[src/rtl/sfs_pkg.sv]
`timescale 1ns / 1ps
// ----------------------------------------------------------------------------
// Sawtooth formant synthesiser package
// Shared widths, register indexes, pipeline structures and the mix weights.
// ----------------------------------------------------------------------------
package sfs_pkg;

   localparam int NUM_FORMANTS_DEFAULT = 3;
   localparam int SAMPLE_BITS_DEFAULT  = 16;

   localparam int          PHASE_W               = 32;
   localparam logic [31:0] PHASE_INCREMENT_RESET = 32'd85704562;

   localparam int               CSR_INDEX_W         = 2;
   localparam int               CSR_DATA_W          = 54;
   localparam logic [1:0]       CSR_PHASE_INCREMENT = 2'd0;
   localparam logic [1:0]       CSR_FORMANT_BASE    = 2'd1;

   localparam int COEF_W      = 18;
   localparam int COEF_PACK_W = 54;
   localparam int B0_LSB      = 0;
   localparam int A1_LSB      = 18;
   localparam int A2_LSB      = 36;

   localparam int                 SAMPLE_W   = 24;
   localparam logic signed [23:0] SAW_OFFSET = 24'sd4194304;
   localparam int                 DX_W       = 25;
   localparam int                 PB_W       = 43;
   localparam int                 PA_W       = 42;
   localparam int                 ACC_W      = 46;
   localparam int                 FRAC_SHIFT = 16;
   localparam int                 YFULL_W    = ACC_W - FRAC_SHIFT;

   localparam int SLOT_W      = 3;
   localparam int WEIGHT_W    = 18;
   localparam int MIX_W       = 42;
   localparam int TRUNC_SHIFT = 38;
   localparam int PCM_W       = 16;
   localparam int PCM_EXT_W   = 32;
   localparam int RSP_DEPTH   = 2;

   typedef struct packed {
      logic                       valid;
      logic                       first;
      logic                       last;
      logic [SLOT_W-1:0]          slot;
      logic signed [SAMPLE_W-1:0] y0;
   } ystream_type;

   typedef struct packed {
      logic signed [PCM_W-1:0] pcm_sample;
      logic                    clipped;
   } pcm_type;

   typedef struct packed {
      logic    valid;
      pcm_type data;
   } mix_out_type;

   function automatic logic signed [WEIGHT_W-1:0] mix_weight(input logic [SLOT_W-1:0] slot);
      logic signed [WEIGHT_W-1:0] w;
      case (slot)
         3'd0: w = 18'sd65536;
         3'd1: w = 18'sd39322;
         3'd2: w = 18'sd19661;
         default: w = '0;
      endcase
      return w;
   endfunction

endpackage

[src/rtl/sfs_mixer.sv]
`timescale 1ns / 1ps
// ----------------------------------------------------------------------------
// Formant mixer
// Weights and accumulates the filter outputs, scales the sum to the PCM range,
// truncates towards zero and saturates.
// ----------------------------------------------------------------------------
module sfs_mixer #(
   parameter int SAMPLE_BITS = sfs_pkg::SAMPLE_BITS_DEFAULT
) (
   input  logic                 clock,
   input  logic                 reset,
   input  sfs_pkg::ystream_type ystream,
   output sfs_pkg::mix_out_type mix_out
);

   localparam int ScaledW = sfs_pkg::MIX_W + SAMPLE_BITS;
   localparam int QW      = ScaledW - sfs_pkg::TRUNC_SHIFT;
   localparam logic signed [ScaledW-1:0] TruncBias =
      ScaledW'((longint'(1) << sfs_pkg::TRUNC_SHIFT) - 1);
   localparam logic signed [QW-1:0] PcmMax = QW'((longint'(1) << (SAMPLE_BITS - 1)) - 1);
   localparam logic signed [QW-1:0] PcmMin = QW'(-(longint'(1) << (SAMPLE_BITS - 1)));

   logic                             w_vld_ff, w_first_ff, w_last_ff;
   logic signed [sfs_pkg::MIX_W-1:0] wprod_in, wprod_ff;
   logic signed [sfs_pkg::MIX_W-1:0] msum, mix_ff, t1_mix_ff;
   logic                             t1_vld_ff, t2_vld_ff, out_vld_ff;
   logic signed [ScaledW-1:0]        scaled_in, scaled_ff, adj;
   logic signed [QW-1:0]             q, sat;
   logic signed [sfs_pkg::PCM_EXT_W-1:0] ext;
   logic signed [sfs_pkg::PCM_W-1:0] pcm_in, pcm_ff;
   logic                             clip_in, clip_ff;

   always_comb begin
      wprod_in  = sfs_pkg::MIX_W'(sfs_pkg::mix_weight(ystream.slot))
                  * sfs_pkg::MIX_W'(ystream.y0);
      msum      = (w_first_ff ? '0 : mix_ff) + wprod_ff;
      scaled_in = (ScaledW'(t1_mix_ff) <<< (SAMPLE_BITS - 1)) - ScaledW'(t1_mix_ff);
   end

   always_comb begin
      adj     = scaled_ff + ((scaled_ff < 0) ? TruncBias : '0);
      q       = adj[ScaledW-1:sfs_pkg::TRUNC_SHIFT];
      clip_in = 1'b0;
      if (q > PcmMax) begin
         sat     = PcmMax;
         clip_in = 1'b1;
      end else if (q < PcmMin) begin
         sat     = PcmMin;
         clip_in = 1'b1;
      end else begin
         sat = q;
      end
      ext    = sfs_pkg::PCM_EXT_W'(sat);
      pcm_in = ext[sfs_pkg::PCM_W-1:0];
   end

   always_ff @(posedge clock) begin
      if (reset) begin
         w_vld_ff   <= 1'b0;
         t1_vld_ff  <= 1'b0;
         t2_vld_ff  <= 1'b0;
         out_vld_ff <= 1'b0;
      end else begin
         w_vld_ff   <= ystream.valid;
         t1_vld_ff  <= w_vld_ff && w_last_ff;
         t2_vld_ff  <= t1_vld_ff;
         out_vld_ff <= t2_vld_ff;
      end
   end

   always_ff @(posedge clock) begin
      w_first_ff <= ystream.first;
      w_last_ff  <= ystream.last;
      wprod_ff   <= wprod_in;
      if (w_vld_ff) begin
         mix_ff <= msum;
      end
      t1_mix_ff <= msum;
      scaled_ff <= scaled_in;
      pcm_ff    <= pcm_in;
      clip_ff   <= clip_in;
   end

   always_comb begin
      mix_out.valid           = out_vld_ff;
      mix_out.data.pcm_sample = pcm_ff;
      mix_out.data.clipped    = clip_ff;
   end

endmodule

[config.mk]
export PLATFORM = sky130hd
export DESIGN_NAME = sfs_mixer
export DESIGN_NICKNAME = d
export VERILOG_FILES = /design/src/rtl/sfs_pkg.sv /design/src/rtl/sfs_mixer.sv
export SDC_FILE = /design/constraint.sdc
export NUM_CORES = 1
export LEC_CHECK = 0
export ABC_AREA = 1
export BUFFER_PORTS_ARGS = -buffer_cell sky130_fd_sc_hd__buf_2
export CORE_UTILIZATION = 60
export DETAILED_ROUTE_END_ITERATION = 8
export GPL_ROUTABILITY_DRIVEN = 0
export PLACE_DENSITY = 0.82
export SYNTH_ARGS = -nofsm -noshare
export SYNTH_HDL_FRONTEND = slang
export SYNTH_SLANG_ARGS = --single-unit
[constraint.sdc]
create_clock -name clock -period 8.3 [get_ports clock]
set_input_delay 0.415 -clock clock [delete_from_list [all_inputs] [get_ports clock]]
set_output_delay 0.415 -clock clock [all_outputs]
set_load 0.005 [all_outputs]
# ---- Yosys cells after proc, flatten, opt, wreduce, memory -nomap -nowiden
# Index checks and enable logic that the tools add are counted.
dict set report word_totals {
  register_bits 207
  inputBits 32
}
dict set report classes {
  add_sub_neg 3
  multipliers 1
  n_lt_le_gt_ge 3
  eq_ne 2
  muxes 5
  n_reduce_logical 2
}
# op n
set ops {}
lappend ops {{adder 58 x 38 -> 58 bit} 1}
lappend ops {{< comparator 58 x 1 -> 1 bit, second input constant} 1}
lappend ops {{subtractor 57 x 42 -> 58 bit} 1}
lappend ops {{case mux 17 bit (3 select lines)} 1}
lappend ops {{adder 42 bit} 1}
lappend ops {{multiplier 18 x 24 -> 42 bit} 1}
lappend ops {{two-way mux 42 bit} 1}
lappend ops {{two-way mux 38 bit} 1}
lappend ops {{> comparator 20 x 16 -> 1 bit, second input constant} 1}
lappend ops {{< comparator 20 x 16 -> 1 bit, second input constant} 1}
lappend ops {{two-way mux 16 bit} 1}
lappend ops {{equality test 3 x 1 -> 1 bit, second input constant} 1}
lappend ops {{equality test 3 x 2 -> 1 bit, second input constant} 1}
lappend ops {{logical NOT 3 bit} 1}
lappend ops {{logical AND 1 bit} 1}
lappend ops {{two-way mux 1 bit} 1}

# ---- Longest topological paths before layout
# Gate-level depths: netlist of the first run.
dict set report logic_depth {
  ltp_word 5
  mapped_depth 31
  depth_no_buf 31
}

# ---- Least setup slack after synthesis of the first run
# OpenSTA, ideal clock, no wires.
dict set report synth_path {
  path_kind {input-to-reg}
  startpoint {input port ystream[26] (netlist name)}
  endpoint {register wprod_ff[39] (netlist name)}
  setup_ns 0.127
  arrival_time_ns 5.891
  setup_slack_ns 2.282
  cell_stages 26
  path_buffers 2
  path_cell_list {nor2_1 > nand2_1 > clkbuf_1 > buf_1 > nor2_1 > inv_1 > fa_1 > inv_1 > fa_1 > inv_1 > fa_1 > inv_1 > fa_1 > fa_1 > inv_1 > fa_1 > inv_1 > ha_1 > a21oi_1 > inv_1 > nor2_1 > a21boi_0 > o21ai_0 > nand2_1 > o2111ai_1 > xor2_1}
}
dict set report synth_between {
  elab_chain_len 3
}
# element line_no
set synth_lines {}
lappend synth_lines {{start, declared} sfs_mixer.sv:12} ;# input sfs_pkg::ystream_type ystream,
lappend synth_lines {{equality test 3 x 2 -> 1 bit (tied with other cells)} sfs_pkg.sv:62} ;# case (slot)
lappend synth_lines {{case mux 17 bit (3 select lines) (*)} sfs_pkg.sv:62}
lappend synth_lines {{multiplier 18 x 24 -> 42 bit (*)} sfs_mixer.sv:35} ;# * sfs_pkg::MIX_W'(ystream.y0);
lappend synth_lines {{named net wprod_in, one bit} sfs_mixer.sv:24} ;# logic signed [sfs_pkg::MIX_W-1:0] wprod_in, wprod_ff;
lappend synth_lines {{end signal, assigned} sfs_mixer.sv:74} ;# wprod_ff <= wprod_in;
lappend synth_lines {{end, declared} sfs_mixer.sv:24}
# Mark *: on every way through the listed nets, which the timed path passes. The rest lies on a longest branch.
# A chain may end at the register's enable or synchronous reset.

# ---- Worst setup path after layout of the first run
dict set report layout_path {
  startpoint {input port ystream[23] (netlist name)}
  endpoint {register wprod_ff[40] (netlist name)}
}
dict set report layout_between {
  elab_chain_len 1
}
# element line_no
set layout_lines {}
lappend layout_lines {{multiplier 18 x 24 -> 42 bit} sfs_mixer.sv:35}
lappend layout_lines {{named net wprod_in, one bit} sfs_mixer.sv:24}
# The timed path passes the listed nets, and every way through them passes these cells.

==> results.yml, run 1 <==
synth:
  ys_types: 51
  syn_area_per_cell_um2: 7.49
  ys_seq_area_frac: 0.171
  synth_warnings: 0
  syn-cell-area_mm2: 0.0268
  synthCells: 3574
  ys_ff_latch: 207
clocking:
  numCtsBuffers: 22
  post_cts_resized: 0
  clkSinkCount: 207
  post_cts_buffers: 0
  clk_pin_slew_ps: 60
  cts_tree: "built"
  hold_buffers: 1
  clk_latency_ps: 520
  clockBufferDepth: 3
  htree_levels: 1
  cts_root_buf: "clkbuf_16"
floorplanning:
  die_h_um: 213
  rows: 77
  core_mm2: 0.0441
  ios: 50
  dieArea_mm2: 0.0454
  start_util: 0.606
  die_x_um: 213
sta:
  finalSetupTns_ps: 0
  slew_violations: 0
  min_period_ps: 6730
  fin_hold_ws_ps: 14.7
  tightest_slew_ps: 1090
  finalHoldViolCount: 0
  max_clock_freq_mhz: 149
  rsz0062_at_grt: "no"
  slew-limit-headroom: 0.274
  setup_viol: 0
  finClkSkew_ps: 12.4
  min_period_over_period: 0.811
critical_path:
  setup.worst_path.class: "primary input to register"
  cp.arrival_ps: 7170
  cp_slowest_stage_delay_ps: 710
  timing.rr.start: "w_first_ff"
  cp_slowest_cell: "nor2_2"
  cp-start-kind: "primary input"
  cp_cell_sequence: "buf_2 > inv_1 > nor2_2 > inv_1 > fa_1 > xor2_1 > xor2_1 > inv_1 > fa_1 > fa_1 > fa_1 > inv_1 > fa_1 > inv_1 > ha_1 > nand2_1 > nor2_1 > inv_1 > nor4_1 > nand3_1 > nand3_1 > xor2_1"
  r2r_cells: 17
  cp_data_required_time_ps: 8740
  path_delay_family: "adder cells"
  r2r-end: "mix_ff[25]"
  path_common_cell: "inv_1"
  cp-end-kind: "register"
  crit_fanout: 10
  worst-path-buf-inv: 7
  r2r_slack_ps: 4670
run:
  maxCapViolCount: 0
route:
  drt-pass1-iter-count: 5
  dr.max_layer_used: "met4"
  drc: 0
  route.met2.wl_um: 35500
  drt-initial-drc-count: 1868
  totalWireLength_um: 72600
  met3_wirelength_um: 4340
  vias: 23148
  post_drt_wl_per_cell_um: 17.1
  ant_nets: 0
  vias_per_cell: 5.45
  m1WireLength_um: 27300
finish:
  syn_to_final_growth_pct: 6.48
  n_antenna_cell: 0
  final_util: 0.646
  nets: 4274
  final_cell_area_mm2: 0.0285
  drive_gt1_frac: 0.0358
  fillers: 3758
power_and_ir_drop:
  internal_power_mw: 4.60
  pwr_density_cell_mw_per_mm2: 350
  p_seq_frac: 0.195
  clkPwrFrac: 0.100
  sw_frac_of_total: 0.539
  total_power_mw: 9.97
  power.net_switching_mw: 5.38
  p_comb_frac: 0.704
  p_leak_nw: 15.5
  irDropWorstVdd_mv: 0.203
global_route:
  grt_first_pass_wirelength_um: 116000
  grtUsageTotal: 0.328
  grt_pass1_vias: 23498
  grt_max_degree: 44
  grt-ovfl-total: 0
  grt_antenna_before_repair: 0
min_path:
  holdPathEnd: "w_first_ff"
  holdCritPathClass: "primary input to register"
  hold_path_startpoint: "ystream[28]"
  hold_depth: 1
outcome:
  status: "finished clean"
placement:
  portBuffers: 49
  dpl.hpwl_um: 61100
  placed_area_mm2: 0.0277
-- flip-flops by register name, summed over array words and instances (netlist names) --
signal	count
t1_vld_ff	1
t1_mix_ff	42
out_vld_ff	1
wprod_ff	42
w_vld_ff	1
mix_ff	42
w_last_ff	1
clip_ff	1
t2_vld_ff	1
scaled_ff	58
w_first_ff	1
pcm_ff	16
-- routing by layer --
metal	vias to the layer above	GRT usage
met5	-	0
met1	10732	0.371
met2	994	0.589
met3	319	0.0321
li1	11103	-
met4	0	0.215
-- cells by family (layout without fill, tap and decap cells) --
kind of cell             Yosys count  count (layout)  share of synthesized area
adder cells (fa/ha/maj)          599             599                      0.367
AO/OA/AOI/OAI                    428             428                     0.0912
buffers and inverters            960            1038                      0.136
AND/OR/NAND/NOR                 1244            1244                      0.192
other                              1               8                   0.000140
XOR/XNOR                         135             135                     0.0442
flip-flops                       207             207                      0.171
-- cells in the final DEF (no fill, tap or decap), types with 41 or more instances in the layout --
master / netlist / final
nor2_1: 435 / 435
a31oi_1: 45 / 45
nand2_1: 589 / 589
edfxtp_1: 42 / 42
dfxtp_1: 165 / 164
xor2_1: 100 / 100
inv_1: 934 / 934
nor3_1: 41 / 41
fa_1: 308 / 308
o21ai_0: 125 / 125
ha_1: 291 / 291
nand3_1: 95 / 95
a21oi_1: 165 / 165
buf_2: 0 / 49
-- through the flow --
step                      std cells  setup WS (ps)
after CTS                      4251           1640
after global placement         4210           1270
after detailed placement       4210           1130
after global routing           4251           1230
final                          4251           1570
after floorplan                3581           2280
-- cell usage after synthesis (all sizes together) --
cell | instances | share of area
a211oi | 3 | 0.00084
a21boi | 8 | 0.0022
a21o | 30 | 0.0084
a21oi | 165 | 0.031
a221oi | 2 | 0.00065
a31oi | 45 | 0.011
and2 | 3 | 0.00070
and3 | 3 | 0.00070
buf | 6 | 0.0017
clkbuf | 16 | 0.0022
conb | 1 | 0.00014
dfxtp | 165 | 0.12
edfxtp | 42 | 0.047
fa | 308 | 0.23
ha | 291 | 0.14
inv | 938 | 0.13
nand2 | 596 | 0.084
nand3 | 100 | 0.020
nand3b | 8 | 0.0029
nand4 | 30 | 0.0072
nor2 | 442 | 0.063
nor3 | 43 | 0.0084
nor3b | 3 | 0.00084
nor4 | 13 | 0.0033
o2111ai | 1 | 0.00033
o211ai | 6 | 0.0017
o21a | 7 | 0.0020
o21ai | 133 | 0.026
o21bai | 20 | 0.0056
o221ai | 7 | 0.0023
o22ai | 1 | 0.00023
or2 | 3 | 0.00070
xnor2 | 35 | 0.011
xor2 | 100 | 0.033
-- worst reg2reg max path: cells and delay by family, from the launching register on --
kind	cells	cell delay (ps)
buf+inv	4	850
fa+ha+maj	1	300
compound gates	3	910
simple gates	9	1000
flops	1	310
-- how the worst max path moves through the flow --
stage / startpoint / to / slack (ps) / cells after the start
floorplan: ystream[26] / wprod_ff[39] / 2280 / 26
global placement: ystream[23] / wprod_ff[40] / 1270 / 22
detailed placement: ystream[23] / wprod_ff[40] / 1130 / 22
CTS: ystream[23] / wprod_ff[40] / 1640 / 22
global route: ystream[25] / wprod_ff[38] / 1230 / 29
finish: ystream[23] / wprod_ff[40] / 1570 / 22
-- power by group through the flow --
stage               sequential (mW)  clock (mW)  combinational (mW)
detailed placement             1.93           0                6.79
global route                   1.98        1.05                7.87
CTS                            1.92        1.01                6.85
finish                         1.95        1.00                7.02
floorplan                      1.82           0                5.11
global placement               1.93           0                6.65
-- layout make-up --
type / instances / area, um^2 / area share
Multi-Input combinational cell: 2414 / 18600 / 0.653
Sequential cell: 207 / 4570 / 0.160
Inverter: 938 / 3520 / 0.124
Tap cell: 592 / 741 / 0.0260
Clock buffer: 27 / 611 / 0.0214
Timing Repair Buffer: 60 / 330 / 0.0116
Clock inverter: 13 / 129 / 0.00452
Note: power is estimated with default switching activity, not from simulation.
==> run 2, diff against run 1 <==
--- a/config.mk
+++ b/config.mk
@@ -5,12 +5,12 @@
 export SDC_FILE = /design/constraint.sdc
 export NUM_CORES = 1
 export LEC_CHECK = 0
-export ABC_AREA = 1
+export ABC_AREA = 0
 export BUFFER_PORTS_ARGS = -buffer_cell sky130_fd_sc_hd__buf_2
-export CORE_UTILIZATION = 60
+export CORE_UTILIZATION = 59
 export DETAILED_ROUTE_END_ITERATION = 8
 export GPL_ROUTABILITY_DRIVEN = 0
-export PLACE_DENSITY = 0.82
+export PLACE_DENSITY = 0.84
 export SYNTH_ARGS = -nofsm -noshare
 export SYNTH_HDL_FRONTEND = slang
 export SYNTH_SLANG_ARGS = --single-unit
==> constraint.sdc (replaced) <==
create_clock -name clock -period 5.4 [get_ports clock]
set_input_delay 0.27 -clock clock [delete_from_list [all_inputs] [get_ports clock]]
set_output_delay 0.27 -clock clock [all_outputs]
set_load 0.005 [all_outputs]
==> results.yml, run 2 <==
outcome:
  status: "finished, violations left"
  failed_checks: "negative setup slack"
sta:
  layout_setup_ws_ps: -524
  fin_hold_ws_ps: 310
  finClkSkew_ps: 17.1
  finalHoldViolCount: 0
  slew-limit-headroom: 0.342
  min_period_ps: 5920
  max_clock_freq_mhz: 169
  finalSetupTns_ps: -8480
  setup_viol: 26
  tightest_slew_ps: 987
  min_period_over_period: 1.10
  rsz0062_at_grt: "yes"
  slew_violations: 0
finish:
  final_cell_area_mm2: 0.0279
  drive_gt1_frac: 0.200
  n_antenna_cell: 0
  syn_to_final_growth_pct: 19.3
  regMostFlops: "scaled_ff"
  largest_reg_flops: 58
  nets: 3448
  fillers: 2464
  final_common_cell: "inv_1"
  layout_common_cells: "inv_1, fa_1, ha_1, buf_4, dfxtp_1"
route:
  dr.max_layer_used: "met4"
  drt-initial-drc-count: 1474
  drc: 0
  met3_wirelength_um: 4060
  post_drt_wl_per_cell_um: 18.9
  vias_per_cell: 5.75
  vias: 19254
  m1WireLength_um: 23400
  totalWireLength_um: 63400
  drt-pass1-iter-count: 6
  route.met2.wl_um: 31500
  ant_nets: 0
global_route:
  grt_first_pass_wirelength_um: 99700
  grtUsageTotal: 0.306
  grt_max_degree: 44
  grt-ovfl-total: 0
  grt_antenna_before_repair: 0
  grt_pass1_vias: 20654
min_path:
  holdCritPathClass: "primary input to register"
  hold_depth: 3
clocking:
  clk_pin_slew_ps: 60
  cts_root_buf: "clkbuf_16"
  numCtsBuffers: 18
  htree_levels: 1
  clkSinkCount: 207
  cts_tree: "built"
  clockBufferDepth: 3
  clk_latency_ps: 490
floorplanning:
  rows: 72
  die_x_um: 201
  die_h_um: 201
  core_mm2: 0.0388
  dieArea_mm2: 0.0404
  ios: 50
  start_util: 0.602
synth:
  syn_area_per_cell_um2: 9.37
  synth_common_cells: "inv_1, fa_1, ha_1, dfxtp_1, nand2_1"
  ys_seq_area_frac: 0.195
  ys.flop_type: "dfxtp_1"
  syn-cell-area_mm2: 0.0234
  synth_warnings: 0
  yosysTopAreaCell: "fa_1"
  synthCells: 2496
  synth_area_leaders: "fa_1, ha_1, dfxtp_1"
  ys_ff_latch: 207
  yosysMostFrequentCell: "inv_1"
  ys_async_sr_fraction: 0
  synth_top_area_share: 0.264
  ys_types: 82
  synth_edf_count: 42
run:
  maxCapViolCount: 0
critical_path:
  r2r_cells: 14
  setup.worst_path.class: "primary input to register"
  cp-start-kind: "primary input"
  cp_data_required_time_ps: 5810
  cp-end-kind: "register"
  cp.arrival_ps: 6330
  crit_fanout: 5
placement:
  portBuffers: 49
  placed_area_mm2: 0.0264
  post-place-ws_ps: -994
  dpl.hpwl_um: 49400
power_and_ir_drop:
  irDropWorstVdd_mv: 0.275
  p_leak_nw: 14.9
  pwr_density_cell_mw_per_mm2: 508
run 2: layout make-up:
type | instances | area, um^2 | area share
flip-flops and latches | 207 | 4570 | 0.164
clock inverters | 6 | 62.6 | 0.00224
well taps | 518 | 648 | 0.0232
inverters | 558 | 2110 | 0.0757
repair buffers | 330 | 2560 | 0.0917
multi-input cells | 1702 | 17400 | 0.624
clock buffers | 26 | 554 | 0.0199
run 2: path summary, 6_finish.rpt:
path               start           end  slack, ps
max reg2reg   w_first_ff    mix_ff[40]       1250
min           ystream[0]   wprod_ff[0]        310
min reg2reg    w_last_ff     t1_vld_ff        430
max          ystream[25]  wprod_ff[41]       -520
run 2: critical path, cell delays in order:
cell and delay [ps]:
buf_8 100, nor3b_4 290, buf_4 200, buf_12 140, nand2_4 70, fa_1 520
inv_1 70, fa_1 490, fa_1 520, inv_2 40, fa_1 540, inv_1 70
fa_1 510, inv_1 60, fa_2 530, inv_2 50, ha_4 170, a21o_1 190
a21o_1 200, a21oi_2 210, o21ai_4 80, a21oi_4 220, a21bo_4 220, a2111oi_4 80
or2_2 310, a311oi_2 180
run 2: what timing repair did:
| action | CTS | global route |
|---|---|---|
| gates cloned | 3 | 1 |
| setup endpoints to repair | 22 | 25 |
| hold endpoints to repair | 6 | 0 |
| hold buffers | 4 | 0 |
| buffers inserted | 22 | 11 |
| resized for setup | 84 | 66 |
| pin swaps | 13 | 59 |
run 2: power by group:
part / internal, mW / total [mW] / switching [mW]
registers: 2.47 / 2.92 / 0.450
clock network: 0.769 / 1.32 / 0.555
logic: 4.38 / 9.93 / 5.55
run 2: kinds of logic (layout without fill, tap and decap cells):
kind of cell             count (synthesis)  count (layout)  synth area share
AO/OA/AOI/OAI                          425             425             0.121
XOR/XNOR                               146             146            0.0547
adder cells (fa/ha/maj)                599             599             0.419
buffers and inverters                  594             920            0.0964
flip-flops                             207             207             0.195
multiplexers                             3               3           0.00139
other                                    1               8          0.000160
AND/OR/NAND/NOR                        521             521             0.112
run 2: layer usage:
| metal | up-vias | track usage |
|---|---|---|
| met1 | 9183 | 0.346 |
| met5 | - | 0 |
| li1 | 8703 | - |
| met3 | 348 | 0.0367 |
| met2 | 1020 | 0.552 |
| met4 | 0 | 0.182 |
run 2: stage by stage:
step	instances	utilization	total power, mW
detailed placement	3280	0.680	12.0
global placement	3280	0.680	11.4
floorplan	2503	-	9.46
CTS	3340	0.712	13.6
finish	3347	0.719	14.2
global route	3347	0.719	15.2
==> run 3, diff against run 2 <==
--- a/config.mk
+++ b/config.mk
@@ -7,10 +7,10 @@
 export LEC_CHECK = 0
 export ABC_AREA = 0
 export BUFFER_PORTS_ARGS = -buffer_cell sky130_fd_sc_hd__buf_2
-export CORE_UTILIZATION = 59
+export CORE_UTILIZATION = 55
 export DETAILED_ROUTE_END_ITERATION = 8
 export GPL_ROUTABILITY_DRIVEN = 0
-export PLACE_DENSITY = 0.84
+export PLACE_DENSITY = 0.79
 export SYNTH_ARGS = -nofsm -noshare
 export SYNTH_HDL_FRONTEND = slang
 export SYNTH_SLANG_ARGS = --single-unit
==> results.yml, run 3 (same netlist as run 2, synthesis figures left out) <==
global_route:
  grt_antenna_before_repair: 0
  grt_first_pass_wirelength_um: 95200
  grt_use_met2: 0.498
  met1_usage: 0.318
  grt_use_met3: 0.0246
  grt-ovfl-total: 0
  grt_pass1_vias: 19921
  grt.busiest_layer: "met2"
  grt_max_degree: 44
  grtUsageTotal: 0.270
finish:
  nets: 3456
  largest_reg_flops: 58
  syn_to_final_growth_pct: 20.5
  final_cell_area_mm2: 0.0282
  n_antenna_cell: 0
  stdcell_count: 3378
  drive_gt1_frac: 0.208
  final_common_cell: "inv_1"
  layout_common_cells: "inv_1, fa_1, ha_1, buf_4, dfxtp_1"
  regMostFlops: "scaled_ff"
critical_path:
  path_common_cell: "fa_1"
  critical_path.startpoint: "ystream[26]"
  cp-endpoint: "wprod_ff[40]"
  r2r-end: "mix_ff[40]"
  setup.worst_path.class: "primary input to register"
  cp_slowest_cell: "fa_1"
  cp-start-kind: "primary input"
  path_delay_family: "adder cells"
  crit_cells: 27
  r2r_cells: 14
  timing.rr.start: "w_first_ff"
  r2r_slack_ps: 1240
  cp_slowest_stage_delay_ps: 540
  crit_fanout: 8
  worst-path-buf-inv: 8
  cp_data_required_time_ps: 5810
  cp-end-kind: "register"
  cp.arrival_ps: 6300
clocking:
  clk_latency_ps: 500
  clkSinkCount: 207
  htree_levels: 1
  cts_root_buf: "clkbuf_16"
  clockBufferDepth: 3
  clk_pin_slew_ps: 60
  cts_tree: "built"
  numCtsBuffers: 21
route:
  totalWireLength_um: 59200
  drt-pass1-iter-count: 6
  drt-initial-drc-count: 1233
  post_drt_wl_per_cell_um: 17.5
  ant_nets: 0
  vias_per_cell: 5.51
  vias: 18610
  drc: 0
power_and_ir_drop:
  internal_power_mw: 7.80
  p_seq_frac: 0.205
  p_comb_frac: 0.690
  clkPwrFrac: 0.105
  power.net_switching_mw: 6.44
  sw_frac_of_total: 0.452
  p_leak_nw: 15.0
  pwr_density_cell_mw_per_mm2: 505
  irDropWorstVdd_mv: 0.301
min_path:
  hold_depth: 2
  holdCritPathClass: "primary input to register"
sta:
  slew-limit-headroom: 0.324
  max_clock_freq_mhz: 170
  finalHoldViolCount: 0
  min_period_ps: 5890
  rsz0062_at_grt: "yes"
  finalSetupTns_ps: -6620
  layout_setup_ws_ps: -488
  setup_viol: 23
  tightest_slew_ps: 1010
  min_period_over_period: 1.09
  slew_violations: 0
  finClkSkew_ps: 7.81
floorplanning:
  dieArea_mm2: 0.0433
  die_h_um: 208
  start_util: 0.557
  rows: 75
  die_x_um: 208
  ios: 50
  core_mm2: 0.0419
placement:
  portBuffers: 49
  placedCellCount: 3301
  dpl.hpwl_um: 47500
  placed_area_mm2: 0.0264
outcome:
  status: "finished, violations left"
  failed_checks: "negative setup slack"
run:
  maxCapViolCount: 0
-- run 3: cell types whose count changed in the layout (fill, tap and decap cells not counted), moves of 4 or more --
cell and change:
buf_6 +11, ha_4 +4, inv_1 -5, inv_2 +5, nor2_2 -6
-- run 3: worst reg2reg max path, cell delays in order, from the launching register on --
cell and delay, ps:
dfxtp_1 300, buf_4 250, nor2b_1 170, ha_1 210, inv_1 70, fa_1 410, nand2b_1 200, a211oi_1 400
o21ai_1 240, a211oi_1 620, o211ai_1 250, a41oi_1 260, o21ai_0 160, a21oi_1 190, xor2_1 240
-- run 3: cell type report --
type / count / area [um^2]
inverters: 558 / 2110
clock buffers: 26 / 608
flip-flops and latches: 207 / 4570
clock inverters: 11 / 120
multi-input cells: 1702 / 17500
well taps: 539 / 674
repair buffers: 335 / 2580
fillers: 2962 / 13800
-- run 3: worst min-delay path by stage --
stage / from / end / slack [ps]
2_1_floorplan: ystream[28] / w_first_ff / 300
3_3_place_gp: ystream[28] / w_first_ff / 370
3_5_place_dp: ystream[27] / w_last_ff / 370
4_1_cts: ystream[29] / w_vld_ff / 6
5_1_grt: ystream[29] / w_vld_ff / 20
6_report: ystream[29] / w_vld_ff / 20
-- run 3: through the flow --
stage,utilization,total power [mW],worst slack [ps],hold WS (ps)
floorplan,-,9.46,-484,298
global placement,0.630,11.4,-760,372
detailed placement,0.630,11.9,-1060,374
CTS,0.664,13.8,-270,6.10
global route,0.672,15.4,-611,17.5
finish,0.672,14.2,-488,16.9
-- run 3: timing repair --
action                                 4_1_cts  5_1_grt
endpoints found under the hold margin        6        0
hold buffers                                 3        0
gates cloned                                 2        0
setup endpoints to repair                   21       26
resized for setup                          112       68
pin swaps                                   55       47
buffers inserted                            25       11
-- run 3: power groups by stage --
stage | Sequential, mW | Clock (mW) | Combinational, mW
4_1_cts | 2.91 | 1.53 | 9.33
3_5_place_dp | 2.93 | 0 | 8.99
2_1_floorplan | 2.80 | 0 | 6.66
5_1_grt | 2.97 | 1.59 | 10.9
6_report | 2.91 | 1.50 | 9.83
3_3_place_gp | 2.91 | 0 | 8.52
-- run 3: metal layers --
metal  part of all wire  vias to the layer above
met5                  0                        -
met4              0.050                        0
met3              0.051                      223
met2               0.51                      731
met1               0.39                     8945
li1                   -                     8711
